### src/rtl/cle_pkg.sv
// cle_pkg: types, codes and constants shared by the console line editor files
// no dependencies
package cle_pkg;

    localparam int LINE_SIZE_DEF = 32;
    localparam int CHANNELS_DEF  = 2;
    localparam int POS_W         = 6;

    localparam logic [1:0] K_BYTE    = 2'd0;
    localparam logic [1:0] K_RELEASE = 2'd1;
    localparam logic [1:0] K_READ    = 2'd2;

    localparam logic [1:0] RK_ECHO    = 2'd0;
    localparam logic [1:0] RK_READ    = 2'd1;
    localparam logic [1:0] RK_REFUSED = 2'd2;

    localparam logic [7:0] CH_NUL = 8'h00;
    localparam logic [7:0] CH_BS  = 8'h08;
    localparam logic [7:0] CH_LF  = 8'h0a;
    localparam logic [7:0] CH_CR  = 8'h0d;
    localparam logic [7:0] CH_SP  = 8'h20;

    typedef struct packed {
        logic [1:0]       kind;
        logic             channel;
        logic             echo_channel;
        logic [7:0]       rx_byte;
        logic [POS_W-1:0] read_index;
    } t_in;

    typedef struct packed {
        logic [1:0]       result_kind;
        logic             out_channel;
        logic [7:0]       data;
        logic             line_ready;
        logic [POS_W-1:0] line_length;
        logic             last;
    } t_out;

    typedef struct packed {
        logic [1:0]     cnt;
        logic           use_rd;
        t_out [2:0]     res;
    } t_res_bundle;

    function automatic t_out mk_res(logic [1:0] rk, logic ch, logic [7:0] d,
                                    logic rdy, logic [POS_W-1:0] len, logic lst);
        t_out r;
        r.result_kind = rk;
        r.out_channel = ch;
        r.data        = d;
        r.line_ready  = rdy;
        r.line_length = len;
        r.last        = lst;
        return r;
    endfunction

endpackage

### src/rtl/cle_line_mem.sv
// cle_line_mem: line store, one write port and one registered read port
// depends on nothing but its parameters
module cle_line_mem #(
    parameter int DEPTH = 66,
    parameter int AW    = 7
) (
    input  logic          i_clk,
    input  logic          i_we,
    input  logic [AW-1:0] i_waddr,
    input  logic [7:0]    i_wdata,
    input  logic          i_re,
    input  logic [AW-1:0] i_raddr,
    output logic [7:0]    o_rdata
);

    logic [7:0] mem [DEPTH];
    logic [7:0] r_rdata;

    always_ff @(posedge i_clk) begin
        if (i_we) begin
            mem[i_waddr] <= i_wdata;
        end
    end

    always_ff @(posedge i_clk) begin
        if (i_re) begin
            r_rdata <= mem[i_raddr];
        end
    end

    assign o_rdata = r_rdata;

endmodule

### src/rtl/cle_editor.sv
// cle_editor: decodes one request, keeps per-channel position and held length,
// drives the line store ports and builds the result list; uses cle_pkg
module cle_editor
    import cle_pkg::*;
#(
    parameter int LINE_SIZE = LINE_SIZE_DEF,
    parameter int CHANNELS  = CHANNELS_DEF,
    parameter int AW        = 7
) (
    input  logic          i_clk,
    input  logic          i_rst_n,
    input  logic          i_acc,
    input  t_in           i_req,
    output t_res_bundle   o_bundle,
    output logic          o_pend,
    output logic          o_we,
    output logic [AW-1:0] o_waddr,
    output logic [7:0]    o_wdata,
    output logic          o_re,
    output logic [AW-1:0] o_raddr
);

    localparam logic [POS_W-1:0] LSZ = POS_W'(LINE_SIZE);
    localparam logic [AW-1:0]    ROW = AW'(LINE_SIZE + 1);

    logic [POS_W-1:0] r_wp   [2];
    logic [POS_W-1:0] r_held [2];
    logic             r_pend;
    logic [AW-1:0]    r_pend_addr;

    logic             ch_ok;
    logic             idx_ok;
    logic [POS_W-1:0] pos;
    logic [POS_W-1:0] npos;
    logic [AW-1:0]    base;
    logic             char_wr;
    logic             term_wr;
    logic             upd;
    logic [POS_W-1:0] n_wp;
    logic [POS_W-1:0] n_held;
    logic [7:0]       c;
    logic             ech;

    assign c      = i_req.rx_byte;
    assign ech    = i_req.echo_channel;
    assign ch_ok  = (CHANNELS > 1) || (i_req.channel == 1'b0);
    assign idx_ok = i_req.read_index <= LSZ;
    assign pos    = (r_wp[i_req.channel] > LSZ) ? LSZ : r_wp[i_req.channel];
    assign base   = i_req.channel ? ROW : '0;

    always_comb begin
        o_bundle = '0;
        char_wr  = 1'b0;
        term_wr  = 1'b0;
        npos     = pos;
        upd      = 1'b0;
        n_wp     = r_wp[i_req.channel];
        n_held   = r_held[i_req.channel];
        case (i_req.kind)
            K_READ: begin
                o_bundle.cnt    = 2'd1;
                o_bundle.use_rd = ch_ok && idx_ok;
                o_bundle.res[0] = mk_res(RK_READ, ech, CH_NUL, 1'b0, '0, 1'b1);
            end
            K_RELEASE: begin
                if (ch_ok) begin
                    upd    = 1'b1;
                    n_wp   = '0;
                    n_held = '0;
                end
            end
            K_BYTE: begin
                if (!ch_ok) begin
                    o_bundle.cnt = 2'd0;
                end else if (r_held[i_req.channel] != '0) begin
                    o_bundle.cnt    = 2'd1;
                    o_bundle.res[0] = mk_res(RK_REFUSED, ech, c, 1'b0, '0, 1'b1);
                end else if (c == CH_NUL || c == CH_LF) begin
                    o_bundle.cnt = 2'd0;
                end else if (c == CH_BS) begin
                    if (pos != '0) begin
                        o_bundle.cnt    = 2'd3;
                        o_bundle.res[0] = mk_res(RK_ECHO, ech, CH_BS, 1'b0, '0, 1'b0);
                        o_bundle.res[1] = mk_res(RK_ECHO, ech, CH_SP, 1'b0, '0, 1'b0);
                        o_bundle.res[2] = mk_res(RK_ECHO, ech, CH_BS, 1'b0, '0, 1'b1);
                        upd             = 1'b1;
                        n_wp            = pos - 1'b1;
                    end
                end else if (c == CH_CR) begin
                    o_bundle.cnt    = 2'd2;
                    o_bundle.res[0] = mk_res(RK_ECHO, ech, CH_CR, 1'b0, '0, 1'b0);
                    o_bundle.res[1] = mk_res(RK_ECHO, ech, CH_LF, 1'b1, pos, 1'b1);
                    term_wr         = 1'b1;
                    upd             = 1'b1;
                    n_wp            = pos;
                    n_held          = pos;
                end else begin
                    if (pos < LSZ) begin
                        char_wr = 1'b1;
                        npos    = pos + 1'b1;
                    end
                    if (npos < LSZ) begin
                        o_bundle.cnt    = 2'd1;
                        o_bundle.res[0] = mk_res(RK_ECHO, ech, c, 1'b0, '0, 1'b1);
                        upd             = 1'b1;
                        n_wp            = npos;
                    end else begin
                        // line full: forced completion
                        o_bundle.cnt    = 2'd3;
                        o_bundle.res[0] = mk_res(RK_ECHO, ech, c, 1'b0, '0, 1'b0);
                        o_bundle.res[1] = mk_res(RK_ECHO, ech, CH_CR, 1'b0, '0, 1'b0);
                        o_bundle.res[2] = mk_res(RK_ECHO, ech, CH_LF, 1'b1, npos, 1'b1);
                        term_wr         = 1'b1;
                        upd             = 1'b1;
                        n_wp            = npos;
                        n_held          = npos;
                    end
                end
            end
            default: begin
                o_bundle = '0;
            end
        endcase
    end

    // first write now; the terminator after a stored character is written in the next cycle
    always_comb begin
        o_we    = r_pend || (i_acc && (char_wr || term_wr));
        o_wdata = (!r_pend && char_wr) ? c : CH_NUL;
        if (r_pend) begin
            o_waddr = r_pend_addr;
        end else if (char_wr) begin
            o_waddr = base + AW'(pos);
        end else begin
            o_waddr = base + AW'(npos);
        end
    end

    assign o_re    = i_acc && o_bundle.use_rd;
    assign o_raddr = base + AW'(i_req.read_index);
    assign o_pend  = r_pend;

    always_ff @(posedge i_clk) begin
        if (!i_rst_n) begin
            r_pend <= 1'b0;
            for (int i = 0; i < 2; i++) begin
                r_wp[i]   <= '0;
                r_held[i] <= '0;
            end
        end else begin
            r_pend <= i_acc && char_wr && term_wr;
            if (i_acc && upd) begin
                r_wp[i_req.channel]   <= n_wp;
                r_held[i_req.channel] <= n_held;
            end
        end
    end

    always_ff @(posedge i_clk) begin
        r_pend_addr <= base + AW'(npos);
    end

endmodule

### src/rtl/cle_result_queue.sv
// cle_result_queue: holds the result list of one request and feeds the output register
// uses cle_pkg
module cle_result_queue
    import cle_pkg::*;
(
    input  logic        i_clk,
    input  logic        i_rst_n,
    input  logic        i_load,
    input  t_res_bundle i_bundle,
    input  logic [7:0]  i_rdata,
    output logic        o_can_take,
    output logic        o_out_valid,
    input  logic        i_out_stall,
    output t_out        o_out_req
);

    logic [1:0] r_cnt;
    logic       r_use_rd;
    t_out [2:0] r_res;
    logic       r_out_valid;
    t_out       r_out;

    logic       out_free;
    logic       move;
    t_out       head;

    assign out_free   = !r_out_valid || !i_out_stall;
    assign move       = (r_cnt != 2'd0) && out_free;
    assign o_can_take = (r_cnt == 2'd0) || (move && r_cnt == 2'd1);

    always_comb begin
        head = r_res[0];
        if (r_use_rd) begin
            head.data = i_rdata;
        end
    end

    always_ff @(posedge i_clk) begin
        if (!i_rst_n) begin
            r_cnt       <= 2'd0;
            r_out_valid <= 1'b0;
        end else begin
            if (move) begin
                r_out_valid <= 1'b1;
                r_cnt       <= r_cnt - 2'd1;
            end else if (out_free) begin
                r_out_valid <= 1'b0;
            end
            if (i_load) begin
                r_cnt <= i_bundle.cnt;
            end
        end
    end

    always_ff @(posedge i_clk) begin
        if (move) begin
            r_out    <= head;
            r_res[0] <= r_res[1];
            r_res[1] <= r_res[2];
            r_use_rd <= 1'b0;
        end
        if (i_load) begin
            r_res    <= i_bundle.res;
            r_use_rd <= i_bundle.use_rd;
        end
    end

    assign o_out_valid = r_out_valid;
    assign o_out_req   = r_out;

endmodule

### src/rtl/console_line_editor.sv
// console_line_editor: top level of the per-channel serial console line editor
// uses cle_pkg, cle_line_mem, cle_editor and cle_result_queue
//
// Input channel: i_in_valid / o_in_stall carrying i_in_req (byte, release or read).
// Output channel: o_out_valid / i_out_stall carrying o_out_req, one result per cycle while i_out_stall is low.
// A request is taken when valid is high and stall is low at a rising clock edge.
// A request gives zero to three results; the final one has last set.
// After a request is taken, its first result goes through the result sequencer
// and then the output register. The sequencer holds one request's list and emits
// one result a cycle while the output is not stalled; the next request is taken in
// the cycle its last result moves to the output register; requests with no result
// or one result go back to back at one per cycle while the output is not stalled.
// A completion that follows a stored character needs a second line store write
// (the terminator) on the single write port in the next cycle; that request has
// three results, so the one-cycle input stall it raises is hidden behind the
// sequencer.
// Reads use the registered read port of the line store; data arrives in the next cycle.
// Reset clears line positions and held lengths; the line store is not cleared.
// While the receiver stalls, the output register and the sequencer fill, after
// which o_in_stall rises; nothing is dropped.
module console_line_editor
    import cle_pkg::*;
#(
    parameter int LINE_SIZE = LINE_SIZE_DEF,
    parameter int CHANNELS  = CHANNELS_DEF
) (
    input  logic i_clk,
    input  logic i_rst_n,
    input  logic i_in_valid,
    output logic o_in_stall,
    input  t_in  i_in_req,
    output logic o_out_valid,
    input  logic i_out_stall,
    output t_out o_out_req
);

    localparam int DEPTH = CHANNELS * (LINE_SIZE + 1);
    localparam int AW    = $clog2(DEPTH);

    logic          acc;
    logic          can_take;
    logic          pend;
    t_res_bundle   bundle;
    logic          we;
    logic [AW-1:0] waddr;
    logic [7:0]    wdata;
    logic          re;
    logic [AW-1:0] raddr;
    logic [7:0]    rdata;

    assign o_in_stall = pend || !can_take;
    assign acc        = i_in_valid && !o_in_stall;

    cle_line_mem #(
        .DEPTH (DEPTH),
        .AW    (AW)
    ) u_mem (
        .i_clk   (i_clk),
        .i_we    (we),
        .i_waddr (waddr),
        .i_wdata (wdata),
        .i_re    (re),
        .i_raddr (raddr),
        .o_rdata (rdata)
    );

    cle_editor #(
        .LINE_SIZE (LINE_SIZE),
        .CHANNELS  (CHANNELS),
        .AW        (AW)
    ) u_edit (
        .i_clk    (i_clk),
        .i_rst_n  (i_rst_n),
        .i_acc    (acc),
        .i_req    (i_in_req),
        .o_bundle (bundle),
        .o_pend   (pend),
        .o_we     (we),
        .o_waddr  (waddr),
        .o_wdata  (wdata),
        .o_re     (re),
        .o_raddr  (raddr)
    );

    cle_result_queue u_rq (
        .i_clk       (i_clk),
        .i_rst_n     (i_rst_n),
        .i_load      (acc),
        .i_bundle    (bundle),
        .i_rdata     (rdata),
        .o_can_take  (can_take),
        .o_out_valid (o_out_valid),
        .i_out_stall (i_out_stall),
        .o_out_req   (o_out_req)
    );

    // terminator write owns the write port, no request may enter then
    a_pend_stalls: assert property (@(posedge i_clk) disable iff (!i_rst_n)
        pend |-> o_in_stall)
        else $error("request taken during terminator write");

    a_no_rw_overlap: assert property (@(posedge i_clk) disable iff (!i_rst_n)
        !(we && re))
        else $error("line store read and write in one cycle");

    a_ready_on_lf: assert property (@(posedge i_clk) disable iff (!i_rst_n)
        (o_out_valid && o_out_req.line_ready) |->
            (o_out_req.last && o_out_req.data == CH_LF))
        else $error("line ready on a result other than final LF");

endmodule
### config.mk
export PLATFORM = sky130hd
export DESIGN_NAME = console_line_editor
export DESIGN_NICKNAME = d
export VERILOG_FILES = /design/src/rtl/cle_pkg.sv /design/src/rtl/cle_line_mem.sv /design/src/rtl/cle_editor.sv /design/src/rtl/cle_result_queue.sv /design/src/rtl/console_line_editor.sv
export SDC_FILE = /design/constraint.sdc
export NUM_CORES = 1
export LEC_CHECK = 0
export BUFFER_PORTS_ARGS = -buffer_cell sky130_fd_sc_hd__buf_4
export CAP_MARGIN = 30
export CORE_UTILIZATION = 40
export DETAILED_ROUTE_END_ITERATION = 8
export PLACE_DENSITY = 0.65
export SKIP_CTS_REPAIR_TIMING = 1
export SYNTH_ARGS = -nofsm -noshare
export SYNTH_HDL_FRONTEND = slang
export SYNTH_SLANG_ARGS = --single-unit
### constraint.sdc
create_clock -name i_clk -period 7.6 [get_ports i_clk]
set_clock_uncertainty 0.05 [all_clocks]
set_input_delay 0.38 -clock i_clk [delete_from_list [all_inputs] [get_ports i_clk]]
set_output_delay 0.38 -clock i_clk [all_outputs]
set_load 0.01 [all_outputs]
# After elaboration in Yosys (flattened, before gate mapping)

Memory sizes are Yosys's and may differ from the RTL's. A register that Yosys moved wholly into a read port is not among the register bits.
Cells that the tools add are included.

Bitwise logic cells: 1
$lt $le $gt $ge: 4
Add/sub/neg operators: 6
Muxes and demuxes: 84
Reductions and logical operators: 31
Equal/unequal tests: 6

Operators with widths:

| operator                                                               | count |
|---|---|
| 38-bit 2-to-1 mux                                                      | 4 |
| 6-bit 2-to-1 mux                                                       | 24 |
| 19-bit 2-to-1 mux                                                      | 4 |
| 57-bit 2-to-1 mux                                                      | 1 |
| 55-bit 2-to-1 mux                                                      | 1 |
| 19-bit case mux with 2 select lines                                    | 1 |
| 36-bit 2-to-1 mux                                                      | 1 |
| 1-bit 2-to-1 mux                                                       | 32 |
| 8-bit by 4-bit equality test with 1-bit output (second input constant) | 3 |
| 6-bit case mux with 2 select lines                                     | 2 |
| 7-bit by 6-bit adder with 7-bit output                                 | 3 |
| 2-bit 2-to-1 mux                                                       | 8 |
| 8-bit 2-to-1 mux                                                       | 2 |
| 7-bit 2-to-1 mux                                                       | 2 |
| 6-bit less-than comparator (second input constant)                     | 2 |
| 6-bit nonzero test                                                     | 2 |
| 6-bit OR reduction                                                     | 2 |
| 1-bit logical AND                                                      | 9 |
| 8-bit zero test                                                        | 1 |
| 6-bit by 1-bit adder with 6-bit output (second input constant)         | 1 |
| 6-bit greater-than comparator (second input constant)                  | 1 |
| 6-bit less-or-equal comparator (second input constant)                 | 1 |
| 1-bit logical OR                                                       | 6 |
| 2-bit nonzero test                                                     | 3 |
| other kinds (10)                                                       | 16 |

Input bits: 22
Memories kept: 3
Bits in writable memories: 552
Output and inout port bits: 21
Word-level logic and storage cells: 164
Bits in registers: 88

Memory list:

| memory        | words | width | rd ports | clocked after memory_dff | wr ports | RTL line           | RTL |
|---|---|---|---|---|---|---|---|
| u_mem.mem     | 66    | 8     | 1        | 1                        | 1        | cle_line_mem.sv:16 | `logic [7:0] mem [DEPTH];` |
| u_edit.r_held | 2     | 6     | 1        | 0                        | 2        | cle_editor.sv:27   | `logic [POS_W-1:0] r_held [2];` |
| u_edit.r_wp   | 2     | 6     | 1        | 0                        | 2        | cle_editor.sv:26   | `logic [POS_W-1:0] r_wp [2];` |

# Longest topological paths before layout

Gate-level depths: netlist of the first run.
An unclocked memory read counts as a cell.

Depth after elaboration: 22
Mapped depth: 18
Depth with buffers taken out: 13

# By module

From an unflattened synthesis of the first run, not the netlist that was laid out.

Cells, all modules: 1520
Area total of the unflattened synthesis: 27229.9 µm²

Modules (own cells, without submodules):

| module              | times used | seq. area each (µm²) | area an instance (µm²) | cells each |
|---|---|---|---|---|
| cle_line_mem        | 1          | 16095.4              | 20987.6                | 969 |
| cle_editor          | 1          | 880.8                | 3148.0                 | 398 |
| cle_result_queue    | 1          | 2372.3               | 3079.2                 | 151 |
| console_line_editor | 1          | 0.0                  | 15.0                   | 2 |

# Least setup slack after synthesis of the first run

No wires, ideal clock.

Path type: input port to flip-flop
Start point: input i_in_req[15] in the netlist's numbering
End point: memory u_mem.mem[32][0], enable pin
Stages: 17
Data required time: 7.155 ns
Slack: 2.448 ns
Path buffers: 5
Setup time: 0.395 ns
Data arrival time: 4.707 ns
Path through: buf_2 > buf_4 > clkbuf_1 > mux2i_1 > nand2b_1 > inv_1 > ha_1 > xnor2_1 > o32ai_1 > and4_1 > mux2i_1 > or4_1 > and3_1 > buf_2 > and2_4 > buf_6 > nor4_1

Longest elaborated chain between the ends: 22
Elaborated cells on any way between the ends: 41
Classes of those cells: add/sub: 3; order compare: 3; mux: 29; reduce/logical: 4; memory: 2

Ends and longest elaborated chain:

| element                                                                              | RTL line                            | RTL |
|---|---|---|
| start: declaration                                                                   | console_line_editor.sv:31           | `input t_in i_in_req,` |
| memory read 2 x 6 bit                                                                | -                                   |  |
| 6-bit greater-than comparator                                                        | cle_editor.sv:48                    | `assign pos = (r_wp[i_req.channel] > LSZ) ? LSZ : r_wp[i_req.channel];` |
| 6-bit 2-to-1 mux                                                                     | cle_editor.sv:48                    |  |
| 6-bit by 1-bit adder with 6-bit output or 6-bit less-than comparator (tied branches) | cle_editor.sv:100, cle_editor.sv:98 |  |
| 6-bit 2-to-1 mux                                                                     | cle_editor.sv:98                    | `if (pos < LSZ) begin` |
| 6-bit 2-to-1 mux                                                                     | cle_editor.sv:89                    | `end else if (c == CH_CR) begin` |
| 6-bit 2-to-1 mux                                                                     | cle_editor.sv:80                    | `end else if (c == CH_BS) begin` |
| 6-bit 2-to-1 mux                                                                     | cle_editor.sv:78                    | `end else if (c == CH_NUL \|\| c == CH_LF) begin` |
| [... 6 more ...]                                                                     | -                                   |  |
| 1-bit 2-to-1 mux                                                                     | cle_editor.sv:78                    |  |
| 1-bit 2-to-1 mux                                                                     | cle_editor.sv:75                    | `end else if (r_held[i_req.channel] != '0) begin` |
| 1-bit 2-to-1 mux                                                                     | cle_editor.sv:59                    | `case (i_req.kind)` |
| 1-bit logical OR                                                                     | cle_editor.sv:128                   | `o_we = r_pend \|\| (i_acc && (char_wr \|\| term_wr));` |
| 1-bit logical AND                                                                    | cle_editor.sv:128                   |  |
| 1-bit logical OR                                                                     | cle_editor.sv:128                   |  |
| 1-bit 2-to-1 mux                                                                     | cle_line_mem.sv:20                  | `if (i_we) begin` |
| 1-bit 2-to-1 mux (not written as such)                                               | cle_line_mem.sv:21                  | `mem[i_waddr] <= i_wdata;` |
| end: declaration                                                                     | cle_line_mem.sv:16                  |  |

Several ways; a longest one is shown, not always the timed one. The select of a mux whose other input is x is not followed.

# Worst setup path after layout of the first run

Start point: memory u_edit.r_wp[0][0]
End point: memory u_mem.mem[25][2], enable pin

Longest elaborated chain between the ends: 22
Elaborated cells on any way between the ends: 38
Classes of those cells: add/sub: 3; order compare: 3; mux: 28; reduce/logical: 3; memory: 1

Ends and longest elaborated chain:

| element                                                                              | RTL line |
|---|---|
| start: declaration                                                                   | cle_editor.sv:26 |
| memory read 2 x 6 bit (*)                                                            | - |
| 6-bit greater-than comparator                                                        | cle_editor.sv:48 |
| 6-bit 2-to-1 mux (*)                                                                 | cle_editor.sv:48 |
| 6-bit by 1-bit adder with 6-bit output or 6-bit less-than comparator (tied branches) | cle_editor.sv:100, cle_editor.sv:98 |
| 6-bit 2-to-1 mux                                                                     | cle_editor.sv:98 |
| 6-bit 2-to-1 mux                                                                     | cle_editor.sv:89 |
| 6-bit 2-to-1 mux                                                                     | cle_editor.sv:80 |
| 6-bit 2-to-1 mux                                                                     | cle_editor.sv:78 |
| [... 6 more ...]                                                                     | - |
| 1-bit 2-to-1 mux                                                                     | cle_editor.sv:78 |
| 1-bit 2-to-1 mux                                                                     | cle_editor.sv:75 |
| 1-bit 2-to-1 mux                                                                     | cle_editor.sv:59 |
| 1-bit logical OR                                                                     | cle_editor.sv:128 |
| 1-bit logical AND                                                                    | cle_editor.sv:128 |
| 1-bit logical OR                                                                     | cle_editor.sv:128 |
| 1-bit 2-to-1 mux                                                                     | cle_line_mem.sv:20 |
| 1-bit 2-to-1 mux (not written as such)                                               | cle_line_mem.sv:21 |

Every way passes the cells marked *; elsewhere a longest branch is shown, timed or not. The select of a mux whose other input is x is not followed.

==> results of run 1 <==
## cells by family (layout without fill, tap and decap cells)
group / after synthesis / count (layout)
xor gates and xnor gates: 16 / 16
AOI/OAI and AO/OA: 122 / 122
other: 1 / 2
DFF: 631 / 631
muxes: 205 / 205
buffers and inverters: 88 / 242
and+or+nand+nor: 292 / 292
adders and majority gates: 14 / 14
## critical path, cell delays in order, from the launching register on
cell and delay (ps):
edfxtp_1 440, mux2i_1 430, nand2b_1 270, inv_1 120
ha_1 290, xnor2_1 140, o32ai_1 500, and4_1 290
nor4_1 50, o31ai_1 500, and2_1 200, buf_4 320
nand4_1 430, nor2_1 780
## through the flow
step | setup slack (ps) | power [mW] | hold slack (ps) | cells
after CTS | 2430 | 8.12 | -25.3 | 2370
after global routing | 2140 | 8.32 | 61.7 | 2379
after detailed placement | 2030 | 5.13 | 355 | 2259
after global placement | 1970 | 5.12 | 354 | 2244
final | 2390 | 8.06 | 86.6 | 2379
after floorplan | 2450 | 4.77 | 350 | 1370
## layer usage
layer,GRT usage [%],vias up
li1,-,5888
met1,25.8,7196
met2,29.7,576
met3,3.37,101
met4,4.49,0
met5,0,-
## power by group through the flow
| stage | Combinational (mW) | Clock [mW] | Sequential [mW] |
|---|---|---|---|
| 6_report | 0.949 | 3.01 | 4.10 |
| 5_1_grt | 1.02 | 3.18 | 4.12 |
| 4_1_cts | 0.962 | 3.05 | 4.11 |
| 3_5_place_dp | 0.958 | 0 | 4.18 |
| 3_3_place_gp | 0.947 | 0 | 4.17 |
| 2_1_floorplan | 0.579 | 0 | 4.19 |
## path summary, 6_finish.rpt
kind,startpoint,endpoint,slack [ps],cells after the start
max,u_edit.r_wp[0][0],u_mem.mem[25][2],2390,13
min,i_in_req[7],u_rq.r_res[9],90,2
max reg2reg,u_edit.r_wp[0][0],u_mem.mem[25][2],2390,13
min reg2reg,u_rq.head[18],u_rq.o_out_req[18],370,0
## flip-flops by register name, indices dropped and copies added, names as in the netlist, 2 cells and up
name	cells
u_edit.r_held	12
u_edit.r_pend_addr	7
u_edit.r_wp	12
u_mem.mem	528
u_mem.o_rdata	8
u_rq.head	11
u_rq.o_out_req	19
u_rq.r_cnt	2
u_rq.r_res	29
## cells in the final DEF, fill, tap and decap left out, types with 21 or more instances in the layout
cell type,netlist,routed
nor4_1,24,23
nand2_1,51,51
mux4_2,168,168
clkbuf_16,0,61
edfxtp_1,620,620
mux2i_1,21,21
nor3_1,38,38
nor2_1,69,69
o21ai_0,26,26
buf_4,2,94
## area by class of cell
class                   count  area share, %
multi-input cells         651           23.5
well taps                 855           3.59
flip-flops and latches    631           63.2
repair buffers            116           2.90
clock inverters            42           1.41
inverters                  15          0.189
clock buffers              69           5.22
==> key figures, run 1 <==
Floorplan
  – Die W: 258 um
  – Die ar.: around 66000 um2
  – Initial core utilization: 40.5%
  – Core Area: 64500 um2
  – Die height: roughly 260 um
  – IO Count: 43
  – Row Count: 93

Clocking
  – Num CTS Buffers: 60
  – Clock transition at path regs: about 60 ps
  – Clk Latency, worst-skew pair: slightly above 600 ps
  – Clk sinks: 631
  – CTS tree: done
  – Root Buffer: clkbuf_16
  – CTS H-tree depth: 2
  – CTS max path bufs: 3

Pwr
  – Switching power: 1.90 mW
  – Net Sw Frac: 23.6%
  – Max IR drop VDD: 0.216 mV
  – Pwr dens: roughly 270 nW/um2
  – Int Pwr: 6.15 mW
  – Leakage Power: ~9.7 nW
  – Flop pwr share: roughly half
  – Gate power share: 11.8%
  – Clock share of power: between 30% and 40%

Logic synthesis
  – Largest family of logic cells by synthesized area: multiplexers
  – Post-synth top flop: edfxtp_1
  – Yosys reg bits: 631
  – Synth unique cells: 70
  – EDFF count, synth: 620
  – Most frequent cell after synthesis: edfxtp_1
  – Async set-or-reset flop fraction in the synthesized netlist: 0%
  – Synth Area in Compound Gates: 3.34%
  – Simple-gate share of the synthesized area: 5.96%
  – Synth Cell Area: 26100 um2
  – Post-Synth Adder-Cell Area: 0.670%
  – Commonest cells post-synth: edfxtp_1 (620), mux4_2 (168), nor2_1 (69)
  – Post-Syn Area per Cell: around 19 um2
  – Sequential cell area fraction in the yosys report: around 72%
  – Share of Yosys cell area claimed by the top area cell type: 71.3%
  – Synth top area cells: edfxtp_1 (71%), mux4_2 (14%), nor2_1 (0.99%), dfxtp_1 (0.84%), mux2i_1 (0.80%)
  – Area leader, netlist: edfxtp_1
  – Multiplexer share of the synthesized area: 16.0%
  – Syn. warnings: 0
  – Synth Area in XOR/XNOR: 0.536%
  – Synth Instances: 1369

STA
  – Final Cycle Share: between 60 and 70%
  – Slew headroom: 33.8%
  – Final Max Tran Viols: 0
  – RSZ-0062 raised after global routing: no
  – Tmin final: 5210 ps
  – Final setup vio count: 0
  – Final Hold Fails: 0
  – Setup TNS: 0 ps
  – Max Freq: 192 MHz
  – Worst-Margin Slew: 985 ps

Placed design
  – Gpl congestion: 0.904
  – Dpl hpwl: 38100 um
  – PortBufs: 42
  – Post-DP Area: approximately 28000 um2

Route
  – Met2 wire length: 29600 um
  – Top routing layer in use: met4
  – Met1 wire length: between 20000 and 30000 um
  – Drt via density: around 5.8
  – Antenna viol nets, final: 0
  – Routed vias: 13.8k
  – DR iter-0 viols: around 1.3k
  – Drt pass-1 iters: 5
  – Met3 WL post-DR: 4250 um
  – Post-DR wirelength/cell: 25.4 um
  – Number of remaining DRC errors: 0
  – Final WL: around 60000 um

Layout
  – Layout Nets: 1511
  – Area occupied by multi-input gates: 7010 um2
  – Share of cells above drive strength 1: approximately 28%
  – Reg area: 18800 um2
  – Post-route design area: 29800 um2
  – Post-layout util: 46.3%
  – FILL cells: approximately 5.4k
  – N_diodes: 0
  – Area delta synth->final: 14.1%

Critical path
  – Critical path arrival: between 5000 and 6000 ps
  – Startpoint types: register
  – Max FO, Critical Path: 29
  – Crit. End Element: register
  – CP required: 7800 ps
  – CP Class: register to register

Run status
  – Status: finished, final reports clean

Global routing
  – GRT overflow: 0
  – Global-route wire length before repair: between 90000 and 100000 um
  – Vias in the first global route: 13.7k
  – Total Routing Usage GR: 18.3%
  – Antenna violations before repair: 1
  – Largest net degree at the start of global routing: 77

Min path
  – Hold Path Class: input pin to register

Job
  – Max cap viols: 0
Power figures use the tool's default switching activity.
==> run 2, diff against run 1 <==
clock period = 5 ns   (was 7.6 ns; I/O delays follow)
==> key figures, run 2 (synthesis gave the netlist of run 1 again) <==
Critical path
  – Worst setup path endpoint: u_mem.mem[58][5]
  – CP required: 5210 ps
  – Reg2Reg Depth: 12
  – Reg2Reg Setup Slack: around 330 ps
  – Startpoint types: input pin
  – Critical path arrival: 4940 ps
  – Crit. Startpoint: i_in_req[12]
  – CP Class: input pin to register
  – FF-to-FF End: u_mem.mem[58][5]
  – Origin of the critical flop-to-flop path: u_edit.r_held[1][1]
  – Crit. End Element: register
  – Max FO, Critical Path: 8

Run status
  – Status: finished, final reports clean

Route
  – Routed vias: 13.8k
  – Post-DR wirelength/cell: 25.0 um
  – Drt pass-1 iters: 6
  – Antenna viol nets, final: 0
  – Number of remaining DRC errors: 0
  – DR iter-0 viols: 1607
  – Final WL: between 60000 and 70000 um
  – Drt via density: 5.68

Clocking
  – CTS tree: done
  – Root Buffer: clkbuf_16
  – Num CTS Buffers: 61
  – CTS H-tree depth: 2
  – Clock transition at path regs: 60 ps
  – Clk Latency, worst-skew pair: 640 ps
  – CTS max path bufs: 3
  – Clk sinks: 631

Floorplan
  – Core Area: 64500 um2
  – Initial core utilization: 40.5%
  – IO Count: 43
  – Die W: about 260 um
  – Die height: 258 um
  – Die ar.: roughly 66000 um2
  – Row Count: between 90 and 100

Global routing
  – Total Routing Usage GR: 18.4%
  – GRT overflow: 0
  – Vias in the first global route: 13.9k
  – Global-route wire length before repair: 91600 um
  – Largest net degree at the start of global routing: 67
  – Antenna violations before repair: 1

Pwr
  – Flop pwr share: 51.4%
  – Leakage Power: 10.0 nW
  – Tot Pwr: 12.1 mW
  – Gate power share: 12.2%
  – Int Pwr: roughly 9.3 mW
  – Clock share of power: between 30% and 40%
  – Pwr dens: 402 nW/um2
  – Net Sw Frac: a little under a quarter
  – Max IR drop VDD: around 0.27 mV
  – Switching power: 2.88 mW

Job
  – Max cap viols: 0

Layout
  – Max FFs per register: 528
  – Commonest non-fill, non-tap cell in the layout: edfxtp_1
  – Share of cells above drive strength 1: 29.4%
  – Reg with most FFs: u_mem.mem
  – Area occupied by multi-input gates: 7010 um2
  – FILL cells: 5401
  – Post-layout util: between 40% and 50%
  – N_diodes: 0
  – Layout Nets: 1566
  – Area delta synth->final: 15.8%
  – Most frequent cells in the layout: edfxtp_1 (620), mux4_2 (168), buf_4 (156)
  – Reg area: 18800 um2

STA
  – Final Hold Fails: 0
  – Final Cycle Share: 94.6%
  – Slew headroom: about 32%
  – RSZ-0062 raised after global routing: no
  – Tmin final: 4730 ps
  – Final setup vio count: 0
  – Worst-Margin Slew: just over 1000 ps
  – Max Freq: 211 MHz
  – Final Max Tran Viols: 0
  – Setup TNS: 0 ps

Placed design
  – Dpl hpwl: 40000 um
  – PortBufs: 42
  – Gpl congestion: about 0.92

Min path
  – Hold Path Class: input pin to register
run 2: final cells by class:
cell class	count	share of cell area, %
timing repair buffer	170	4.53
inverter	15	0.186
multi-input combinational	651	23.2
sequential	631	62.3
clock inverter	38	1.07
tap	855	3.54
clock buffer	73	5.20
run 2: power groups by stage:
stage               clock network, mW  registers, mW  logic, mW
floorplan                           0           6.36      0.881
global placement                    0           6.34       1.46
detailed placement                  0           6.35       1.48
CTS                              4.51           6.24       1.49
global route                     4.70           6.27       1.58
finish                           4.43           6.24       1.48
run 2: metal layers:
layer  vias up  GRT usage (%)  wire length (um)
li1       6001              -                 -
met1      7218           26.0             25400
met2       521           30.1             30200
met3        85           2.84              4000
met4         0           4.57              1280
met5         -              0                 0
run 2: worst min path at each step:
stage | startpoint | endpoint | slack [ps] | cells past startpoint
after floorplan | i_rst_n | u_edit.o_pend | 320 | 2
after global placement | u_rq.head[16] | u_rq.o_out_req[16] | 360 | 0
after detailed placement | u_rq.head[2] | u_rq.o_out_req[2] | 360 | 0
after CTS | i_rst_n | u_edit.o_pend | -160 | 3
after global routing | i_in_req[8] | u_rq.r_res[10] | 2 | 2
final | i_in_req[8] | u_rq.r_res[10] | 6 | 2
run 2: metrics by stage:
| stage | instance area [um2] | hold WS [ps] | instances | setup slack [ps] |
|---|---|---|---|---|
| CTS | 30200 | -161 | 2425 | 339 |
| floorplan | 26100 | 318 | 1370 | -21.7 |
| finish | 30200 | 6.48 | 2433 | 272 |
| global route | 30200 | 2.28 | 2433 | 137 |
| detailed placement | 28300 | 362 | 2314 | 243 |
| global placement | 28300 | 356 | 2313 | 299 |
run 2: critical path, cell delays in order:
cell           delay (ps)
dlygate4sd3_1         550
buf_4                 150
or4_1                 680
o21a_1                270
o211ai_1              240
xnor2_1               120
nor2_1                110
ha_1                  190
ha_1                  280
nor3b_1               100
a2111oi_2             610
nor2_1                230
or3_1                 540
nor2_1                620
